--- src/hdl/adc_channel_averager_stop_pin_assert.svh ---
// Assertion macros shared by the averager modules.
`ifndef ADC_CHANNEL_AVERAGER_STOP_PIN_ASSERT_SVH
`define ADC_CHANNEL_AVERAGER_STOP_PIN_ASSERT_SVH
// Implication checked on every clock edge outside reset.
`define ACA_ASSERT_IMP(lbl, clk, rstn, ante, cons) \
  lbl: assert property (@(posedge clk) disable iff (!rstn) (ante) |-> (cons)) \
    else $error("assertion failed");
// Next-cycle implication checked outside reset.
`define ACA_ASSERT_NXT(lbl, clk, rstn, ante, cons) \
  lbl: assert property (@(posedge clk) disable iff (!rstn) (ante) |=> (cons)) \
    else $error("assertion failed");
`endif

--- src/hdl/aca_pkg.sv ---
// Package with types, constants and commands of the ADC channel averager.
package aca_pkg;
  localparam int NUM_SLOTS_DEF = 4;
  localparam int HALVE_AT_DEF = 254;
  localparam logic [11:0] VCC_PLAIN_LIMIT = 12'd1862;
  localparam logic [24:0] RATIO_NUM = 25'd26214400;
  localparam logic [5:0] RATIO_DEN = 6'd33;
  localparam logic [7:0] VCC_CHAN_RST = 8'd4;

  localparam logic [1:0] OP_SAMPLE = 2'd0;
  localparam logic [1:0] OP_READ = 2'd1;
  localparam logic [1:0] OP_TICK = 2'd2;
  localparam logic [1:0] OP_IGNORED = 2'd3;

  localparam logic [2:0] REG_ENABLE = 3'd0;
  localparam logic [2:0] REG_PINS = 3'd1;
  localparam logic [2:0] REG_STOP = 3'd2;
  localparam logic [2:0] REG_SETTLE = 3'd3;
  localparam logic [2:0] REG_VCC = 3'd4;

  typedef enum logic [3:0] {
    ST_IDLE, ST_SAMPLE, ST_SLOT, ST_RDIV, ST_ACC, ST_READ, ST_DIV, ST_RSTORE, ST_OUT
  } state_t;

  // Controller to datapath.
  typedef struct packed {
    logic load;      // capture input word
    logic pre_adv;   // advance stop pin if current one is invalid, update vcc
    logic slot_chk;  // evaluate slot_cnt for this sample
    logic rdiv_start;
    logic acc;       // add terms into slot
    logic slot_inc;
    logic read_chk;
    logic div_start;
    logic rstore;
    logic tick;
    logic out_load;
  } cmd_t;

  // Datapath to controller.
  typedef struct packed {
    logic [1:0] op;
    logic slot_hit;
    logic slot_last;
    logic use_ratio;
    logic read_go;
    logic div_busy;
  } sts_t;
endpackage

--- src/hdl/aca_divider.sv ---
// Shared restoring divider, one quotient bit a cycle.
module aca_divider #(
  parameter int NW = 37,
  parameter int DW = 18
) (
  input  logic          clk,
  input  logic          rst_n,
  input  logic          start,
  input  logic [NW-1:0] num,
  input  logic [DW-1:0] den,
  output logic [NW-1:0] quo,
  output logic          busy
);
  localparam int CW = $clog2(NW + 1);
  logic [NW-1:0] q_r, q_nxt;
  logic [DW:0] rem_r, rem_nxt;
  logic [DW-1:0] den_r;
  logic [CW-1:0] cnt_r, cnt_nxt;
  logic [DW:0] trial;

  always_comb begin
    trial = {rem_r[DW-1:0], q_r[NW-1]};
    q_nxt = {q_r[NW-2:0], 1'b0};
    rem_nxt = trial;
    cnt_nxt = cnt_r;
    if (start) begin
      q_nxt = num;
      rem_nxt = '0;
      cnt_nxt = CW'(NW);
    end else if (cnt_r != '0) begin
      cnt_nxt = cnt_r - 1'b1;
      if (trial >= {1'b0, den_r}) begin
        rem_nxt = trial - {1'b0, den_r};
        q_nxt[0] = 1'b1;
      end
    end else begin
      q_nxt = q_r;
      rem_nxt = rem_r;
    end
  end

  always_ff @(posedge clk) begin
    if (!rst_n) begin
      cnt_r <= '0;
    end else begin
      cnt_r <= cnt_nxt;
    end
    q_r <= q_nxt;
    rem_r <= rem_nxt;
    if (start) den_r <= den;
  end

  assign quo = q_r;
  assign busy = (cnt_r != '0) || start;
endmodule

--- src/hdl/aca_datapath.sv ---
// Datapath of the averager: slot state, stop-pin rotation and arithmetic.
`include "adc_channel_averager_stop_pin_assert.svh"
module aca_datapath #(
  parameter int NUM_SLOTS = aca_pkg::NUM_SLOTS_DEF,
  parameter int HALVE_AT = aca_pkg::HALVE_AT_DEF
) (
  input  logic            clk,
  input  logic            rst_n,
  input  aca_pkg::cmd_t   cmd,
  output aca_pkg::sts_t   sts,
  input  logic [1:0]      in_op,
  input  logic [7:0]      in_chan,
  input  logic [11:0]     in_data,
  input  logic [1:0]      in_slot,
  input  logic            cfg_we,
  input  logic [2:0]      cfg_idx,
  input  logic [47:0]     cfg_val,
  output logic [55:0]     res
);
  localparam int SW = (NUM_SLOTS > 1) ? $clog2(NUM_SLOTS) : 1;

  logic [3:0] en_r, stopm_r;
  logic [31:0] pins_r;
  logic [47:0] settle_r;
  logic [7:0] vccch_r;
  logic [1:0] op_r;
  logic [7:0] chan_r;
  logic [11:0] data_r;
  logic [1:0] slot_r;
  logic [27:0] sumc_r [NUM_SLOTS];
  logic [28:0] sumr_r [NUM_SLOTS];
  logic [7:0] cnt_r [NUM_SLOTS];
  logic [11:0] last_r [NUM_SLOTS];
  logic [19:0] havg_r [NUM_SLOTS];
  logic [20:0] hravg_r [NUM_SLOTS];
  logic [11:0] vcc_r;
  logic [SW-1:0] stop_r, stop_nxt;
  logic stop_upd;
  logic [31:0] ms_r, chg_r;
  logic [SW-1:0] sc_r;
  logic [55:0] res_r;
  logic div_sel_r;
  logic [36:0] dnum;
  logic [17:0] dden;
  logic [36:0] dquo;
  logic dbusy;
  logic [28:0] term_r;

  function automatic logic has_stop(input logic [3:0] en, input logic [3:0] sm,
                                    input int j);
    has_stop = (j < 4) && (j < NUM_SLOTS) && en[j & 3] && sm[j & 3];
  endfunction

  function automatic logic [7:0] pin_of(input logic [31:0] p, input int j);
    pin_of = p[8*(j & 3) +: 8];
  endfunction

  // Round-robin search from the current holder; the sum wraps at most once.
  always_comb begin
    int idx;
    stop_nxt = stop_r;
    stop_upd = 1'b0;
    for (int i = NUM_SLOTS; i >= 1; i--) begin
      idx = int'(stop_r) + i;
      if (idx >= NUM_SLOTS) idx = idx - NUM_SLOTS;
      if (has_stop(en_r, stopm_r, idx)) begin
        stop_nxt = SW'(idx);
        stop_upd = 1'b1;
      end
    end
  end

  logic cur_stop, hit, sc_stop, settled;
  logic [7:0] cnt_inc;
  always_comb begin
    cur_stop = has_stop(en_r, stopm_r, int'(stop_r));
    sc_stop = has_stop(en_r, stopm_r, int'(sc_r));
    settled = (ms_r - chg_r) > {20'd0, settle_r[12*(int'(sc_r) & 3) +: 12]};
    hit = (int'(sc_r) < 4) && en_r[int'(sc_r) & 3] && (pin_of(pins_r, int'(sc_r)) == chan_r)
          && (!sc_stop || ((stop_r == sc_r) && settled));
    cnt_inc = cnt_r[sc_r] + 8'd1;
  end

  assign sts.op = op_r;
  assign sts.slot_hit = hit;
  assign sts.slot_last = (int'(sc_r) == NUM_SLOTS - 1);
  assign sts.use_ratio = (vcc_r >= aca_pkg::VCC_PLAIN_LIMIT);
  assign sts.read_go = (int'(slot_r) < NUM_SLOTS) && (cnt_r[SW'(slot_r)] != 8'd0);
  assign sts.div_busy = dbusy;

  // Divider operands: ratio term or the two averages.
  always_comb begin
    dnum = '0;
    dden = '0;
    if (cmd.rdiv_start) begin
      dnum = 37'(data_r) * 37'(aca_pkg::RATIO_NUM);
      dden = 18'(vcc_r) * 18'(aca_pkg::RATIO_DEN);
    end else if (!div_sel_r) begin
      dnum = {9'd0, sumc_r[SW'(slot_r)]};
      dden = {10'd0, cnt_r[SW'(slot_r)]};
    end else begin
      dnum = {8'd0, sumr_r[SW'(slot_r)]};
      dden = {10'd0, cnt_r[SW'(slot_r)]};
    end
  end

  aca_divider #(.NW(37), .DW(18)) u_div (
    .clk(clk), .rst_n(rst_n), .start(cmd.rdiv_start || cmd.div_start),
    .num(dnum), .den(dden), .quo(dquo), .busy(dbusy)
  );

  always_ff @(posedge clk) begin
    logic [27:0] nc;
    logic [28:0] nr;
    logic [SW-1:0] rs;
    logic [55:0] ro;
    rs = SW'(slot_r);
    nc = sumc_r[sc_r] + {8'd0, data_r, 8'd0};
    nr = sumr_r[sc_r] + term_r;
    if (!rst_n) begin
      en_r <= '0; pins_r <= '0; stopm_r <= '0; settle_r <= '0;
      vccch_r <= aca_pkg::VCC_CHAN_RST;
      for (int j = 0; j < NUM_SLOTS; j++) begin
        sumc_r[j] <= '0; sumr_r[j] <= '0; cnt_r[j] <= '0;
        last_r[j] <= '0; havg_r[j] <= '0; hravg_r[j] <= '0;
      end
      vcc_r <= '0; stop_r <= '0; ms_r <= '0; chg_r <= '0;
      sc_r <= '0; div_sel_r <= 1'b0;
    end else begin
      if (cfg_we) begin
        unique case (cfg_idx)
          aca_pkg::REG_ENABLE: en_r <= cfg_val[3:0];
          aca_pkg::REG_PINS:   pins_r <= cfg_val[31:0];
          aca_pkg::REG_STOP:   stopm_r <= cfg_val[3:0];
          aca_pkg::REG_SETTLE: settle_r <= cfg_val;
          aca_pkg::REG_VCC:    vccch_r <= cfg_val[7:0];
          default: ;
        endcase
      end
      if (cmd.load) begin
        op_r <= in_op; chan_r <= in_chan; data_r <= in_data; slot_r <= in_slot;
      end
      if (cmd.pre_adv) begin
        sc_r <= '0;
        if (!cur_stop && stop_upd) begin
          stop_r <= stop_nxt; chg_r <= ms_r;
        end
        if (chan_r == vccch_r) vcc_r <= data_r;
      end
      if (cmd.rdiv_start) term_r <= {9'd0, data_r, 8'd0};
      if (cmd.acc) begin
        if (sts.use_ratio) nr = sumr_r[sc_r] + dquo[28:0];
        last_r[sc_r] <= data_r;
        if (cnt_inc == 8'(HALVE_AT)) begin
          sumc_r[sc_r] <= nc >> 1; sumr_r[sc_r] <= nr >> 1; cnt_r[sc_r] <= cnt_inc >> 1;
        end else begin
          sumc_r[sc_r] <= nc; sumr_r[sc_r] <= nr; cnt_r[sc_r] <= cnt_inc;
        end
        if (sc_stop && stop_upd) begin
          stop_r <= stop_nxt; chg_r <= ms_r;
        end
      end
      if (cmd.slot_inc) sc_r <= sc_r + 1'b1;
      if (cmd.div_start) div_sel_r <= ~div_sel_r;
      if (cmd.rstore) begin
        if (div_sel_r) begin
          havg_r[rs] <= dquo[19:0];
        end else begin
          hravg_r[rs] <= dquo[20:0];
          sumc_r[rs] <= '0; sumr_r[rs] <= '0; cnt_r[rs] <= '0;
        end
      end
      if (cmd.tick) ms_r <= ms_r + 32'd1;
    end
    if (cmd.out_load) begin
      ro = '0;
      if (op_r == aca_pkg::OP_READ && int'(slot_r) < NUM_SLOTS) begin
        ro[19:0] = havg_r[rs];
        ro[40:20] = hravg_r[rs];
        ro[52:41] = last_r[rs];
      end
      ro[54:53] = 2'(stop_r);
      ro[55] = cur_stop;
      res_r <= ro;
    end
  end

  assign res = res_r;

  `ACA_ASSERT_IMP(a_stop_range, clk, rst_n, 1'b1, int'(stop_r) < NUM_SLOTS)
  `ACA_ASSERT_IMP(a_cnt_below, clk, rst_n, 1'b1, cnt_r[0] < 8'(HALVE_AT))
  `ACA_ASSERT_NXT(a_tick, clk, rst_n, cmd.tick, ms_r == $past(ms_r) + 32'd1)
endmodule

--- src/hdl/aca_ctrl.sv ---
// Controller state machine of the averager.
`include "adc_channel_averager_stop_pin_assert.svh"
module aca_ctrl (
  input  logic          clk,
  input  logic          rst_n,
  input  logic          in_fire,
  output logic          busy,
  output logic          out_tvalid,
  input  logic          out_tready,
  output aca_pkg::cmd_t cmd,
  input  aca_pkg::sts_t sts
);
  aca_pkg::state_t st_r, st_nxt;
  logic ov_r, ov_nxt;
  logic second_r, second_nxt;

  always_ff @(posedge clk) begin
    if (!rst_n) begin
      st_r <= aca_pkg::ST_IDLE; ov_r <= 1'b0; second_r <= 1'b0;
    end else begin
      st_r <= st_nxt; ov_r <= ov_nxt; second_r <= second_nxt;
    end
  end

  always_comb begin
    st_nxt = st_r;
    cmd = '0;
    second_nxt = second_r;
    ov_nxt = ov_r && !out_tready;
    unique case (st_r)
      aca_pkg::ST_IDLE: begin
        if (in_fire) begin
          cmd.load = 1'b1;
          st_nxt = aca_pkg::ST_SAMPLE;
        end
      end
      aca_pkg::ST_SAMPLE: begin
        unique case (sts.op)
          aca_pkg::OP_SAMPLE: begin
            cmd.pre_adv = 1'b1; st_nxt = aca_pkg::ST_SLOT;
          end
          aca_pkg::OP_READ: st_nxt = aca_pkg::ST_READ;
          aca_pkg::OP_TICK: begin
            cmd.tick = 1'b1; st_nxt = aca_pkg::ST_OUT;
          end
          default: st_nxt = aca_pkg::ST_OUT;
        endcase
      end
      aca_pkg::ST_SLOT: begin
        if (sts.slot_hit) begin
          cmd.rdiv_start = 1'b1; st_nxt = aca_pkg::ST_RDIV;
        end else if (sts.slot_last) begin
          st_nxt = aca_pkg::ST_OUT;
        end else begin
          cmd.slot_inc = 1'b1;
        end
      end
      aca_pkg::ST_RDIV: if (!sts.div_busy) st_nxt = aca_pkg::ST_ACC;
      aca_pkg::ST_ACC: begin
        cmd.acc = 1'b1;
        if (sts.slot_last) st_nxt = aca_pkg::ST_OUT;
        else begin
          cmd.slot_inc = 1'b1; st_nxt = aca_pkg::ST_SLOT;
        end
      end
      aca_pkg::ST_READ: begin
        if (sts.read_go) begin
          cmd.div_start = 1'b1; second_nxt = 1'b0; st_nxt = aca_pkg::ST_DIV;
        end else st_nxt = aca_pkg::ST_OUT;
      end
      aca_pkg::ST_DIV: if (!sts.div_busy) st_nxt = aca_pkg::ST_RSTORE;
      aca_pkg::ST_RSTORE: begin
        if (!second_r) begin
          cmd.rstore = 1'b1; cmd.div_start = 1'b1; second_nxt = 1'b1;
          st_nxt = aca_pkg::ST_DIV;
        end else begin
          cmd.rstore = 1'b1; st_nxt = aca_pkg::ST_OUT;
        end
      end
      aca_pkg::ST_OUT: begin
        if (!ov_r || out_tready) begin
          cmd.out_load = 1'b1; ov_nxt = 1'b1; st_nxt = aca_pkg::ST_IDLE;
        end
      end
      default: st_nxt = aca_pkg::ST_IDLE;
    endcase
  end

  assign busy = (st_r != aca_pkg::ST_IDLE);
  assign out_tvalid = ov_r;

  `ACA_ASSERT_IMP(a_fire_idle, clk, rst_n, in_fire, !busy)
  `ACA_ASSERT_NXT(a_out_set, clk, rst_n, cmd.out_load, out_tvalid)
  `ACA_ASSERT_IMP(a_one_start, clk, rst_n, cmd.div_start, !cmd.rdiv_start)
endmodule

--- src/hdl/adc_channel_averager_stop_pin.sv ---
// Top level of the ADC channel averager with stop-pin rotation.
// The block takes words on the in_ channel: ADC samples, average reads of a
// slot, and one-millisecond ticks, chosen by in_tuser. Every accepted word
// gives exactly one result word on the out_ channel, in order.
// Words are handled one at a time. A sample walks the slots one per cycle and
// waits on the shared bit-serial divider for each slot it updates; a read with
// samples pending uses two divider passes. The divider is what sets the rate.
// A finished result sits in the output register while the next word is
// accepted and worked on; if the receiver stalls, the block holds the next
// result until the register frees, and in_tready stays low meanwhile.
// Reset is synchronous and active low. It clears all sums, counts, held
// averages, the supply count, the stop-pin holder and the millisecond clock,
// and loads the default supply-sense channel. No clearing pass is needed.
// The user makes cfg_ configuration writes only while the block is idle; unenforced.
module adc_channel_averager_stop_pin #(
  parameter int NUM_SLOTS = aca_pkg::NUM_SLOTS_DEF,
  parameter int HALVE_AT = aca_pkg::HALVE_AT_DEF
) (
  input  logic        clk,
  input  logic        rst_n,
  input  logic        in_tvalid,
  output logic        in_tready,
  input  logic [23:0] in_tdata,  // adc_channel[7:0], adc_data[19:8], slot_index[21:20]
  input  logic [1:0]  in_tuser,  // opcode[1:0]
  output logic        out_tvalid,
  input  logic        out_tready,
  // average_value[19:0], average_ratiometric[40:20], latest_value[52:41],
  // stop_select[54:53], stop_active[55]
  output logic [55:0] out_tdata,
  input  logic        cfg_we,
  input  logic [2:0]  cfg_idx,
  input  logic [47:0] cfg_wdata
);
  aca_pkg::cmd_t cmd;
  aca_pkg::sts_t sts;
  logic busy;
  logic in_fire;

  assign in_tready = !busy;
  assign in_fire = in_tvalid && in_tready;

  aca_ctrl u_ctrl (
    .clk(clk), .rst_n(rst_n), .in_fire(in_fire), .busy(busy),
    .out_tvalid(out_tvalid), .out_tready(out_tready), .cmd(cmd), .sts(sts)
  );

  aca_datapath #(.NUM_SLOTS(NUM_SLOTS), .HALVE_AT(HALVE_AT)) u_dp (
    .clk(clk), .rst_n(rst_n), .cmd(cmd), .sts(sts),
    .in_op(in_tuser), .in_chan(in_tdata[7:0]), .in_data(in_tdata[19:8]),
    .in_slot(in_tdata[21:20]), .cfg_we(cfg_we), .cfg_idx(cfg_idx),
    .cfg_val(cfg_wdata), .res(out_tdata)
  );
endmodule

--- config.mk ---
export PLATFORM = sky130hd
export DESIGN_NAME = adc_channel_averager_stop_pin
export DESIGN_NICKNAME = d
export VERILOG_FILES = /design/src/hdl/aca_pkg.sv /design/src/hdl/aca_divider.sv /design/src/hdl/aca_datapath.sv /design/src/hdl/aca_ctrl.sv /design/src/hdl/adc_channel_averager_stop_pin.sv
export VERILOG_INCLUDE_DIRS = /design/src /design/src/hdl
export SDC_FILE = /design/constraint.sdc
export NUM_CORES = 2
export LEC_CHECK = 0
export BUFFER_PORTS_ARGS = -buffer_cell sky130_fd_sc_hd__buf_2
export CAP_MARGIN = 20
export CELL_PAD_IN_SITES_DETAIL_PLACEMENT = 2
export CELL_PAD_IN_SITES_GLOBAL_PLACEMENT = 2
export CORE_MARGIN = 4
export CORE_UTILIZATION = 43
export DETAILED_ROUTE_END_ITERATION = 10
export HOLD_SLACK_MARGIN = 0.02
export PLACE_DENSITY_LB_ADDON = 0.1
export SLEW_MARGIN = 5
export SYNTH_ARGS = -nofsm -noshare
export SYNTH_HDL_FRONTEND = slang
export SYNTH_SLANG_ARGS = --single-unit
--- constraint.sdc ---
create_clock -name clk -period 8.06 [get_ports clk]
set_clock_uncertainty 0.2 [all_clocks]
set_input_delay 0.806 -clock clk [delete_from_list [all_inputs] [get_ports clk]]
set_output_delay 0.806 -clock clk [all_outputs]
set_load 0.02 [all_outputs]
==> results.tsv <==
stage	metric	value	unit
yosys	instance count of the mapped netlist	4006	
cts	Max Root-Sink Buffers	3	
timing	Fmax achieved	165	MHz
yosys	Synth Register Bits	830	
timing	Final Max Tran Viols	0	
global_route	total gr overflow	0	
cts	clock sink count	830	
die	Rows	118	
die	top-level I/O count	140	
yosys	yosys warns	0	
setup_path	crit end category	flip-flop	
timing	Fin. Hold Viols	0	
routing	DR pass1 iterations	5	
power	LEAKAGE	19.4	nW
cts	Clock Latency Late Sink	700	ps
power	Final Power	14.3	mW
placement	gpl congestion	0.802	
yosys	synth cell count leaders	edfxtp_1, nor2_1, nand2_1, a21oi_1, dfxtp_1	
setup_path	Setup CP Type	reg -> reg	
routing	wire per inst	27.1	um
yosys	post-synth top area share	41.4	%
hold_path	HP Class	in -> reg	
layout	nets@finish	4367	
setup_path	CP cell instances	inv_1 > ha_1 > fa_1 > nand2b_1 > a21oi_2 > nand2b_1 > a21oi_1 > xnor2_1 > ha_1 > nand3_1 > nor2_1 > nand2_1 > and3b_1 > nor4_1 > nand4_1 > or4_1 > nor4b_4 > a41oi_4 > buf_4 > buf_4 > and2_1	
power	VDD IR max	0.209	mV
global_route	GRT Resource Usage Total	27.2	%
power	clock network fraction of total power	29.8	%
layout	Synth-to-Final Area Change	11.8	%
global_route	global-route wire length before repair	225000	um
die	die height	331	um
yosys	main flop type after synthesis	edfxtp_1	
timing	Final Setup Violations	0	
die	Initial Utilization	43.3	%
timing	total negative slack	0	ps
yosys	Netlist cell types	83	
global_route	largest net degree at the start of global routing	103	
yosys	cell with the most instances after synthesis	edfxtp_1	
yosys	Post-synth EDFFs	619	
die	DIE AREA	110000	um^2
cts	H-tree lvl count	3	
routing	DRC viols	0	
setup_path	CP peak stage delay	530	ps
timing	hold_ws	92.2	ps
setup_path	Crit-path slowest cell	or4_1	
power	switch share	35.2	%
timing	fin crit share	75.1	%
power	Gate power share	30.5	%
job	Max-cap violations	0	
yosys	cell accounting for the most synthesized area	edfxtp_1	
yosys	syn_area_per_cell	11.2	um^2
power	PwrDens	285	nW/um^2
routing	vias per cell	5.89	
setup_path	Worst Path Arrival	6190	ps
global_route	initial antenna violation count	5	
global_route	vias in the first global route	35640	
layout	layout cell share with drive strength beyond 1	15.1	%
setup_path	CP required	8200	ps
routing	number of DRC markers in iteration 0	2425	
setup_path	startpoint types	flip-flop	
placement	Port Buf Inserts	137	
cts	CTS Buf Count	96	
yosys	sequential area share after synthesis	50.9	%
cts	post-CTS sizing	0	
setup_path	CP max FO	48	
placement	dpl hpwl	101000	um
die	Core Box Area	103000	um^2
yosys	Net Count, Synth	4283	
power	switching power	5.03	mW
timing	Rel. slew slack	25.5	%
cts	Hold-fix buffers, CTS	0	
timing	RSZ-0062 raised after global routing	false	
yosys	Synth Cell Area	44900	um^2
cts	CTS clock-pin slew for the worst setup and hold paths	60	ps
timing	Worst Tran Pin Value	1110	ps
yosys	asr flop ratio synth	0	%
cts	clock root cell	clkbuf_16	
power	P_int	9.25	mW
routing	via count	32704	
timing	Tmin final	6060	ps
power	part of the power in registers	39.7	%
yosys	synth top area cells	edfxtp_1, mux4_2, dfxtp_1, ha_1, nor2_1	
outcome	status	finished, final reports clean	
cts	CTS tree	built	
cts	setup bufs post-CTS	0	
die	width of the chip	331	um
routing	antenna-violating nets left	0	
routing	final WL	150000	um
state kept, by name, summed over array words and instances, names as in the netlist, 12 cells and up, named ones only:
| signal | cells |
|---|---|
| u_dp.u_div.den_r | 18 |
| u_dp.hravg_r | 84 |
| u_dp.last_r | 48 |
| u_dp.ms_r | 32 |
| u_dp.sumc_r | 112 |
| u_dp.data_r | 12 |
| u_dp.u_div.quo | 37 |
| u_dp.cnt_r | 32 |
| u_dp.settle_r | 48 |
| u_dp.havg_r | 80 |
| u_dp.chg_r | 32 |
| u_dp.u_div.rem_r | 18 |
| u_dp.sumr_r | 116 |
| u_dp.pins_r | 32 |
| u_dp.vcc_r | 12 |
| u_dp.term_r | 12 |
| u_dp.res | 56 |
critical path: cells and delay by family, from the launching register on:
family,cells,cell delay [ps]
buffers and inverters,3,780
adder cells (fa/ha/maj),3,940
flip-flops,1,400
XOR/XNOR,1,150
AO/OA/AOI/OAI,3,620
AND/OR/NAND/NOR,11,2570
per-stage QoR:
step | setup WS [ps] | util [%] | instances | cell area (um^2)
final | 2000 | 48.4 | 5550 | 50100
after global routing | 1630 | 48.4 | 5548 | 50100
after CTS | 2010 | 48.4 | 5546 | 50100
after detailed placement | 2020 | 45.5 | 5370 | 47100
after global placement | 2170 | 45.5 | 5369 | 47100
after floorplan | 1860 | - | 4006 | 44900
placed cells by master, fill, tap and decap left out, types with 21 or more instances in the layout:
cell       count
xnor2_1       79
inv_1        185
nand2b_1      26
a21o_1        44
and3_1        45
nor3_1        50
a211oi_1      31
nand3_1       51
mux4_2       206
edfxtp_1     619
clkinv_1      21
and2_1       178
o21a_1        23
mux2i_1      106
a21oi_1      262
nor2b_1       72
or3_1         25
nand2_1      397
nand4_1       27
ha_1         182
buf_2        138
buf_4         62
o21ai_0      112
nor2_1       509
xor2_1        65
clkbuf_16     97
dfxtp_1      205
power by group through the flow:
stage / sequential [mW] / clock, mW / combinational (mW)
finish: 5.66 / 4.26 / 4.36
global placement: 5.69 / 0 / 4.16
detailed placement: 5.74 / 0 / 4.32
global route: 5.71 / 4.50 / 4.78
floorplan: 5.42 / 0 / 3.16
CTS: 5.66 / 4.34 / 4.38
metal layers:
layer	vias to the layer above	GRT usage (%)	wire, um
met3	198	3.23	6830
met4	0	7.03	3600
met5	-	0	0
met2	774	46.3	73300
li1	14682	-	-
met1	17050	37.2	66600
final cells by class:
cell class | count | area, um^2
Antenna cell | 2 | 5.00
Clock buffer | 123 | 2590
Clock inverter | 53 | 392
Fill cell | 10376 | 53400
Inverter | 188 | 711
Multi-Input combinational cell | 2772 | 20700
Sequential cell | 830 | 22800
Tap cell | 1380 | 1730
Timing Repair Buffer | 202 | 1210
final timing paths:
path / start / to / slack, ps / depth (start not counted)
min: in_tdata[11] / u_dp.data_r[3]$_DFFE_PP_ / 90 / 1
max reg2reg: u_dp.ms_r[0]$_SDFFE_PN0P_ / u_dp.term_r[17]$_DFFE_PP_ / 2000 / 21
min reg2reg: u_dp.u_div.rem_r[17]$_SDFFE_PN0P_ / u_dp.u_div.rem_r[17]$_SDFFE_PN0P_ / 260 / 2
max: u_dp.ms_r[0]$_SDFFE_PN0P_ / u_dp.term_r[17]$_DFFE_PP_ / 2000 / 21
cell families (layout without fill, tap and decap cells):
| kind of cell | after synthesis | in the layout | synth area share [%] |
|---|---|---|---|
| and+or+nand+nor | 1472 | 1472 | 15.3 |
| DFF | 830 | 830 | 50.9 |
| xor gates and xnor gates | 144 | 144 | 2.81 |
| muxes | 328 | 328 | 13.1 |
| AOI/OAI and AO/OA | 633 | 633 | 8.78 |
| adders and majority gates | 195 | 195 | 5.66 |
| other | 0 | 2 | 0 |
| buffers and inverters | 404 | 566 | 3.44 |
Note: power is estimated with default switching activity, not from simulation.
